==> config.mk <==
export PLATFORM = sky130hd
export DESIGN_NAME = insertion_sorter
export DESIGN_NICKNAME = d
export VERILOG_FILES = /design/src/hdl/ins_pkg.sv /design/src/hdl/ins_ram.sv /design/src/hdl/ins_core.sv /design/src/hdl/insertion_sorter.sv
export SDC_FILE = /design/constraint.sdc
export NUM_CORES = 1
export LEC_CHECK = 0
export BUFFER_PORTS_ARGS = -buffer_cell sky130_fd_sc_hd__buf_2
export CELL_PAD_IN_SITES_DETAIL_PLACEMENT = 2
export CELL_PAD_IN_SITES_GLOBAL_PLACEMENT = 2
export CORE_MARGIN = 2
export CORE_UTILIZATION = 52
export DETAILED_ROUTE_END_ITERATION = 16
export PLACE_DENSITY_LB_ADDON = 0.08
export SYNTH_ARGS = -nofsm -noshare
export SYNTH_HDL_FRONTEND = slang
export SYNTH_HIERARCHICAL = 1
export SYNTH_SLANG_ARGS = --single-unit
==> constraint.sdc <==
create_clock -name aclk -period 13.2 [get_ports aclk]
set_input_delay 1.32 -clock aclk [delete_from_list [all_inputs] [get_ports aclk]]
set_output_delay 1.32 -clock aclk [all_outputs]
set_load 0.1 [all_outputs]
==> src/hdl/ins_pkg.sv <==
package ins_pkg;

    typedef enum logic [2:0] {
        ST_IDLE,
        ST_SHIFT,
        ST_PLACE,
        ST_EMIT_RD,
        ST_LOAD
    } state_t;

    typedef struct packed {
        logic final_word;
        logic dropped;
    } emit_flags_t;

endpackage

==> src/hdl/ins_ram.sv <==
module ins_ram #(
    parameter int WIDTH = 32,
    parameter int DEPTH = 16
) (
    input  logic                     aclk,
    input  logic                     wr_en,
    input  logic [$clog2(DEPTH)-1:0] wr_addr,
    input  logic [WIDTH-1:0]         wr_data,
    input  logic [$clog2(DEPTH)-1:0] rd_addr,
    output logic [WIDTH-1:0]         rd_data
);

    logic [WIDTH-1:0] mem [DEPTH];
    logic [WIDTH-1:0] rd_data_reg;

    always_ff @(posedge aclk) begin
        if (wr_en) begin
            mem[wr_addr] <= wr_data;
        end
        rd_data_reg <= mem[rd_addr];
    end

    assign rd_data = rd_data_reg;

endmodule

==> src/hdl/ins_core.sv <==
module ins_core #(
    parameter int MAX_ITEMS  = 16,
    parameter int DATA_WIDTH = 32
) (
    input  logic                         aclk,
    input  logic                         aresetn,
    input  logic                         in_valid,
    output logic                         in_ready,
    input  logic [DATA_WIDTH-1:0]        in_value,
    input  logic                         in_last,
    output logic                         ram_wr_en,
    output logic [$clog2(MAX_ITEMS)-1:0] ram_wr_addr,
    output logic [DATA_WIDTH-1:0]        ram_wr_data,
    output logic [$clog2(MAX_ITEMS)-1:0] ram_rd_addr,
    input  logic [DATA_WIDTH-1:0]        ram_rd_data,
    output logic                         emit_valid,
    input  logic                         emit_ready,
    output logic [DATA_WIDTH-1:0]        emit_value,
    output ins_pkg::emit_flags_t         emit_flags
);

    localparam int ADDR_W = $clog2(MAX_ITEMS);
    localparam int CNT_W  = $clog2(MAX_ITEMS + 1);

    ins_pkg::state_t state_reg, state_next;

    logic [CNT_W-1:0]      fill_reg, fill_next;
    logic                  ovf_reg, ovf_next;
    logic [ADDR_W-1:0]     pos_reg, pos_next;
    logic [ADDR_W-1:0]     idx_reg, idx_next;
    logic [DATA_WIDTH-1:0] val_reg, val_next;
    logic                  last_reg, last_next;

    logic              full;
    logic              empty;
    logic              less;
    logic              is_final;
    logic [ADDR_W-1:0] pos_m1;

    assign full     = (fill_reg == CNT_W'(MAX_ITEMS));
    assign empty    = (fill_reg == '0);
    assign less     = ($signed(val_reg) < $signed(ram_rd_data));
    assign pos_m1   = pos_reg - ADDR_W'(1);
    assign is_final = ((CNT_W'(idx_reg) + CNT_W'(1)) == fill_reg);

    always_comb begin
        state_next = state_reg;
        case (state_reg)
            ins_pkg::ST_IDLE: begin
                if (in_valid) begin
                    if (full || empty) begin
                        state_next = in_last ? ins_pkg::ST_EMIT_RD : ins_pkg::ST_IDLE;
                    end else begin
                        state_next = ins_pkg::ST_SHIFT;
                    end
                end
            end
            ins_pkg::ST_SHIFT: begin
                if (less) begin
                    state_next = (pos_m1 == '0) ? ins_pkg::ST_PLACE : ins_pkg::ST_SHIFT;
                end else begin
                    state_next = last_reg ? ins_pkg::ST_EMIT_RD : ins_pkg::ST_IDLE;
                end
            end
            ins_pkg::ST_PLACE: begin
                state_next = last_reg ? ins_pkg::ST_EMIT_RD : ins_pkg::ST_IDLE;
            end
            ins_pkg::ST_EMIT_RD: begin
                state_next = ins_pkg::ST_LOAD;
            end
            ins_pkg::ST_LOAD: begin
                if (emit_ready) begin
                    state_next = is_final ? ins_pkg::ST_IDLE : ins_pkg::ST_EMIT_RD;
                end
            end
            default: begin
                state_next = ins_pkg::ST_IDLE;
            end
        endcase
    end

    always_comb begin
        in_ready    = 1'b0;
        emit_valid  = 1'b0;
        ram_wr_en   = 1'b0;
        ram_wr_addr = pos_reg;
        ram_wr_data = val_reg;
        ram_rd_addr = idx_reg;
        case (state_reg)
            ins_pkg::ST_IDLE: begin
                in_ready    = 1'b1;
                ram_rd_addr = ADDR_W'(fill_reg - CNT_W'(1));
                ram_wr_addr = '0;
                ram_wr_data = in_value;
                ram_wr_en   = in_valid && empty;
            end
            ins_pkg::ST_SHIFT: begin
                ram_wr_en = 1'b1;
                if (less) begin
                    ram_wr_data = ram_rd_data;
                    ram_rd_addr = pos_m1 - ADDR_W'(1);
                end
            end
            ins_pkg::ST_PLACE: begin
                ram_wr_en   = 1'b1;
                ram_wr_addr = '0;
            end
            ins_pkg::ST_EMIT_RD: begin
                ram_rd_addr = idx_reg;
            end
            ins_pkg::ST_LOAD: begin
                emit_valid = 1'b1;
            end
            default: begin
                in_ready = 1'b0;
            end
        endcase
    end

    always_comb begin
        fill_next = fill_reg;
        ovf_next  = ovf_reg;
        pos_next  = pos_reg;
        idx_next  = idx_reg;
        val_next  = val_reg;
        last_next = last_reg;
        case (state_reg)
            ins_pkg::ST_IDLE: begin
                idx_next = '0;
                if (in_valid) begin
                    val_next  = in_value;
                    last_next = in_last;
                    pos_next  = ADDR_W'(fill_reg);
                    if (full) begin
                        ovf_next = 1'b1;
                    end else if (empty) begin
                        fill_next = CNT_W'(1);
                    end
                end
            end
            ins_pkg::ST_SHIFT: begin
                if (less) begin
                    pos_next = pos_m1;
                end else begin
                    fill_next = fill_reg + CNT_W'(1);
                end
            end
            ins_pkg::ST_PLACE: begin
                fill_next = fill_reg + CNT_W'(1);
            end
            ins_pkg::ST_LOAD: begin
                if (emit_ready) begin
                    idx_next = idx_reg + ADDR_W'(1);
                    if (is_final) begin
                        fill_next = '0;
                        ovf_next  = 1'b0;
                    end
                end
            end
            default: begin
                idx_next = idx_reg;
            end
        endcase
    end

    always_ff @(posedge aclk) begin
        if (!aresetn) begin
            state_reg <= ins_pkg::ST_IDLE;
            fill_reg  <= '0;
            ovf_reg   <= 1'b0;
            idx_reg   <= '0;
        end else begin
            state_reg <= state_next;
            fill_reg  <= fill_next;
            ovf_reg   <= ovf_next;
            idx_reg   <= idx_next;
        end
    end

    always_ff @(posedge aclk) begin
        pos_reg  <= pos_next;
        val_reg  <= val_next;
        last_reg <= last_next;
    end

    assign emit_value            = ram_rd_data;
    assign emit_flags.final_word = is_final;
    assign emit_flags.dropped    = ovf_reg;

`ifndef ASSERT_OFF
    assert property (@(posedge aclk) disable iff (!aresetn)
        fill_reg <= CNT_W'(MAX_ITEMS))
        else $error("fill count beyond capacity");

    assert property (@(posedge aclk) disable iff (!aresetn)
        state_reg == ins_pkg::ST_SHIFT |-> pos_reg != '0)
        else $error("shift step at bottom of store");

    assert property (@(posedge aclk) disable iff (!aresetn)
        emit_valid |-> !empty && CNT_W'(idx_reg) < fill_reg)
        else $error("emit beyond stored run");

    assert property (@(posedge aclk) disable iff (!aresetn)
        emit_valid && emit_ready && is_final |=> empty && !ovf_reg)
        else $error("store not cleared after final word");

    assert property (@(posedge aclk) disable iff (!aresetn)
        in_valid && in_ready && full |=> ovf_reg)
        else $error("overflow not recorded");
`endif

endmodule

==> src/hdl/insertion_sorter.sv <==
// Insertion sorter. Takes a batch of signed DATA_WIDTH-bit words, one per accepted
// s_ word, and keeps them in ascending order in a MAX_ITEMS-deep RAM; equal values
// keep their arrival order. The word with s_tlast set closes the batch: the whole
// batch then leaves on m_ in ascending order, m_tlast on the greatest, m_tuser set
// on every word if values past capacity were dropped in that batch. A word sent to an
// empty store is written straight in and one sent to a full store is dropped; otherwise
// each stored entry greater than it moves up one place: one comparator and the RAM's
// single write port move one entry per cycle. Each result passes through the registered
// RAM read, then the output register. s_tready is low while a word is inserted or a
// batch is sent out; the output register lets the next batch start while the last
// word still waits for m_tready.
module insertion_sorter #(
    parameter int MAX_ITEMS  = 16,
    parameter int DATA_WIDTH = 32
) (
    input  logic                                 aclk,
    input  logic                                 aresetn,
    input  logic                                 s_tvalid,
    output logic                                 s_tready,
    input  logic [((DATA_WIDTH + 7) / 8) * 8-1:0] s_tdata,  // sample_value, zero pad
    input  logic                                 s_tlast,  // batch_end
    output logic                                 m_tvalid,
    input  logic                                 m_tready,
    output logic [((DATA_WIDTH + 7) / 8) * 8-1:0] m_tdata,  // sorted_value, zero pad
    output logic                                 m_tlast,  // final_result
    output logic                                 m_tuser   // dropped_flag
);

    localparam int ADDR_W  = $clog2(MAX_ITEMS);
    localparam int TDATA_W = ((DATA_WIDTH + 7) / 8) * 8;

    logic                  ram_wr_en;
    logic [ADDR_W-1:0]     ram_wr_addr;
    logic [DATA_WIDTH-1:0] ram_wr_data;
    logic [ADDR_W-1:0]     ram_rd_addr;
    logic [DATA_WIDTH-1:0] ram_rd_data;

    logic                  emit_valid;
    logic                  emit_ready;
    logic [DATA_WIDTH-1:0] emit_value;
    ins_pkg::emit_flags_t  emit_flags;

    logic                  out_valid_reg;
    logic [DATA_WIDTH-1:0] out_data_reg;
    logic                  out_last_reg;
    logic                  out_user_reg;

    ins_ram #(
        .WIDTH (DATA_WIDTH),
        .DEPTH (MAX_ITEMS)
    ) u_ram (
        .aclk    (aclk),
        .wr_en   (ram_wr_en),
        .wr_addr (ram_wr_addr),
        .wr_data (ram_wr_data),
        .rd_addr (ram_rd_addr),
        .rd_data (ram_rd_data)
    );

    ins_core #(
        .MAX_ITEMS  (MAX_ITEMS),
        .DATA_WIDTH (DATA_WIDTH)
    ) u_core (
        .aclk        (aclk),
        .aresetn     (aresetn),
        .in_valid    (s_tvalid),
        .in_ready    (s_tready),
        .in_value    (s_tdata[DATA_WIDTH-1:0]),
        .in_last     (s_tlast),
        .ram_wr_en   (ram_wr_en),
        .ram_wr_addr (ram_wr_addr),
        .ram_wr_data (ram_wr_data),
        .ram_rd_addr (ram_rd_addr),
        .ram_rd_data (ram_rd_data),
        .emit_valid  (emit_valid),
        .emit_ready  (emit_ready),
        .emit_value  (emit_value),
        .emit_flags  (emit_flags)
    );

    assign emit_ready = !out_valid_reg || m_tready;

    always_ff @(posedge aclk) begin
        if (!aresetn) begin
            out_valid_reg <= 1'b0;
        end else if (emit_valid && emit_ready) begin
            out_valid_reg <= 1'b1;
        end else if (m_tready) begin
            out_valid_reg <= 1'b0;
        end
    end

    always_ff @(posedge aclk) begin
        if (emit_valid && emit_ready) begin
            out_data_reg <= emit_value;
            out_last_reg <= emit_flags.final_word;
            out_user_reg <= emit_flags.dropped;
        end
    end

    assign m_tvalid = out_valid_reg;
    assign m_tdata  = TDATA_W'(out_data_reg);
    assign m_tlast  = out_last_reg;
    assign m_tuser  = out_user_reg;

endmodule

==> impl_metrics.tcl <==
set metrics [dict create \
    status "finished clean" \
    skew_ns 0.0304 \
    fin_crit_ns 6.47 \
    r2r_end "u_ram/rd_data[16]" \
    post_cts_resize_count 0 \
    place_congestion 0.746 \
    fin_cells 2118 \
    critPathKind "reg2reg" \
    synth_edf_count 583 \
    p_clk_share_pct 22.3 \
    hold_viol_final 0 \
    htreeDepth 3 \
    cts_hold_buffers 0 \
    syn_inst 1341 \
    required_ns 13.67 \
    synthTopCellsByArea "edfxtp_1 (70%), mux4_2 (12%), dfxtp_1 (3.7%), a22oi_1 (2.9%), ha_1 (2.0%)" \
    overflow 0 \
    crit_arrival_ns 6.95 \
    syn_nets 1417 \
    ant_nets 0 \
    portBuffers 72 \
    via_per_inst 6.50 \
    yosysSeqAreaShare_pct 74.0 \
    swShare_pct 37.9 \
    placed_cells 1995 \
    syn_area_per_cell_sq_um 18.6 \
    fin_nets 1526 \
    hp-class "reg2reg" \
    crit_path_max_incr_delay_ns 0.90 \
    critical-path-top-delay-family "buffers and inverters" \
    drt_iter0_markers 1594 \
    synth_async_sr_flop_share_pct 0 \
    synth-main-ff-cell "edfxtp_1" \
    ff2ff_path_depth 15 \
    fmax_mhz 154 \
    reg2reg_slack_ns 6.73 \
    synth_area_leader_cell "edfxtp_1" \
    holdPathStages 0 \
    antenna_found_initial 3 \
    yosysUniqueCellTypes 60 \
    grt_max_degree 67 \
    clock_latency_ns 0.61 \
    cp.depth 15 \
    ys_warn_count 6 \
    dp_slack_ns 6.77 \
    cts_buffers 68 \
    cts_tree "yes" \
    cp-end-kind "flop" \
    cts_buffer_depth 3 \
    first_global_vias 15357 \
    track_usage_pct 33.0 \
    period_share_pct 49.0 \
    p_leak_nw 9.60 \
    clock_sinks 629 \
    maxCapViolations 0 \
    p_per_area_nw_per_um2 292 \
    slew_viol_final 0 \
    path_clk_slew_ns 0.06 \
    largest_reg_flops 512 \
    final_layout_size_suffix_gt1_share_pct 25.9 \
    cts-root-buf "clkbuf_16" \
    r2r_start "u_ram/rd_data[31]" \
    relSlewSlack_pct 9.66 \
    min_from "u_core/ovf_reg" \
    regMostFlops "u_ram/mem" \
    dieArea_sq_um 49600 \
    area_delta_synth_final_pct 13.3 \
    start_util_pct 52.5 \
    path_cells "inv_1 > ha_1 > nand4_1 > or4_1 > o22a_1 > and3b_1 > a2111oi_4 > buf_4 > nand2_1 > o221ai_4 > buf_4 > buf_4 > mux4_2 > a22oi_1 > nand2_1" \
    io_pins 73 \
    die_width_microns 223 \
    crit_fanout 66 \
    post-dp-hpwl_microns 44200 \
    totalWireLength_microns 79000 \
    tns_ns 0 \
    rsz0062_at_grt "no" \
    vias 13766 \
    core_sq_um 47400 \
    tightest_slew_ns 1.35 \
    syn-cell-area_sq_um 24900 \
    ir_drop_v 0.000217 \
    yosys.area.top_type_share_pct 70.3 \
    ys_ff_latch 629 \
    p_comb_share_pct 41.1 \
    die_h_microns 223 \
    critical-path-slowest-cell "buf_4" \
    setup_slack_ns 6.73 \
    drtPass1Iterations 5 \
    wl_per_cell_microns 37.3 \
    path_buf_inv 4 \
    fillers 3896 \
    seq_power_share_pct 36.5 \
    internal_power_mw 5.12 \
    setup_viol 0 \
    grt_pass1_wl_microns 113000 \
    switchingPower_mw 3.13 \
    row_count 80 \
    holdPathEnd "m_tuser" \
    drc_errors 0 \
    postCtsSetupBuffers 0 \
    critPathLaunchType "flop" \
    crit_top_cell "buf_4" \
]
final cells by class:
class                           count  area [sq um]  area share (%)
Antenna cell                        1          2.50         0.00887
Clock buffer                       92          1910            6.76
Clock inverter                     30           178           0.630
Inverter                           77           289            1.02
Multi-Input combinational cell    540          5810            20.6
Sequential cell                   629         18400            65.3
Tap cell                          615           769            2.73
Timing Repair Buffer              134           826            2.93
power groups by stage:
stage,sequential (mW),clock (mW),combinational [mW]
after floorplan,2.99,0,2.19
after global placement,3.00,0,3.06
after detailed placement,3.04,0,3.32
after CTS,3.01,1.86,3.41
after global routing,3.03,1.92,3.61
final,3.01,1.84,3.39
cell usage in the layout, fill, tap and decap left out, types with 6 or more instances in the layout:
| master | synthesis | routed |
|---|---|---|
| nor2_1 | 42 | 29 |
| dfxtp_1 | 46 | 46 |
| clkinv_1 | 1 | 11 |
| xor2_1 | 6 | 6 |
| clkinv_2 | 0 | 14 |
| a21oi_1 | 25 | 25 |
| a22oi_1 | 96 | 96 |
| clkbuf_16 | 0 | 71 |
| nand3_1 | 12 | 12 |
| inv_1 | 76 | 75 |
| nand2_1 | 59 | 59 |
| mux4_2 | 128 | 128 |
| nand2b_1 | 10 | 10 |
| clkbuf_1 | 30 | 16 |
| nor2_4 | 0 | 13 |
| buf_2 | 10 | 72 |
| ha_1 | 39 | 39 |
| edfxtp_1 | 583 | 583 |
| buf_4 | 44 | 62 |
| o21ai_0 | 43 | 41 |
stage by stage:
step	instance area (sq um)	utilization [%]	hold WS [ns]	power, mW
global placement	26100	55.1	0.427	6.06
floorplan	24900	-	0.473	5.18
global route	28200	59.4	0.449	8.56
detailed placement	26100	55.1	0.421	6.35
CTS	28200	59.4	0.434	8.28
finish	28200	59.5	0.429	8.24
worst max-delay path by stage:
| stage | from | end | slack, ns |
|---|---|---|---|
| 2_1_floorplan | s_tvalid | u_ram/mem[0][0] | 8.33 |
| 3_3_place_gp | u_ram/rd_data[31] | u_ram/rd_data[25] | 7.09 |
| 3_5_place_dp | u_ram/rd_data[31] | u_ram/rd_data[31] | 6.77 |
| 4_1_cts | u_ram/rd_data[31] | u_ram/rd_data[31] | 6.69 |
| 5_1_grt | u_ram/rd_data[31] | u_ram/rd_data[31] | 6.29 |
| 6_report | u_ram/rd_data[31] | u_ram/rd_data[16] | 6.73 |
per-layer routing:
metal  GRT usage [%]  part of all wire [%]  up-vias  routed length (microns)
met5               0                 0.016        -                       13
met4            13.3                   3.8        2                     3010
met3            6.03                   6.3      188                     4960
met2            56.9                    52      599                    40800
met1            41.4                    38     7432                    30200
li1                -                     -     5545                        -
cells in the mapped netlist (2+ instances only):
cell type,n
nor2b_1,4
nand2_1,59
buf_4,44
xnor2_1,5
a221oi_1,2
buf_1,11
o221ai_1,3
buf_2,10
mux4_2,128
mux2i_1,3
clkbuf_1,30
o21a_1,4
a22oi_1,96
nand4_1,3
inv_1,76
nand2b_1,10
or4_1,2
o21ai_0,43
nor2_1,42
and3_1,2
a21oi_1,25
a211oi_1,2
a31oi_1,3
nand3b_1,3
o311ai_0,2
nor3_1,9
nand3_1,12
dfxtp_1,46
xor2_1,6
o31a_1,2
edfxtp_1,583
ha_1,39
o31ai_1,2
and2_1,3
nand4b_1,2
logic make-up after synthesis:
kind of cell | count (synthesis) | share of synthesized area (%)
buf+inv | 172 | 3.31
simple gates | 158 | 2.96
flops | 629 | 74.0
mux | 132 | 11.7
compound gates | 199 | 5.51
xor+xnor | 12 | 0.478
fa+ha+maj | 39 | 1.96
No activity file was read; power rests on OpenSTA's default activity.
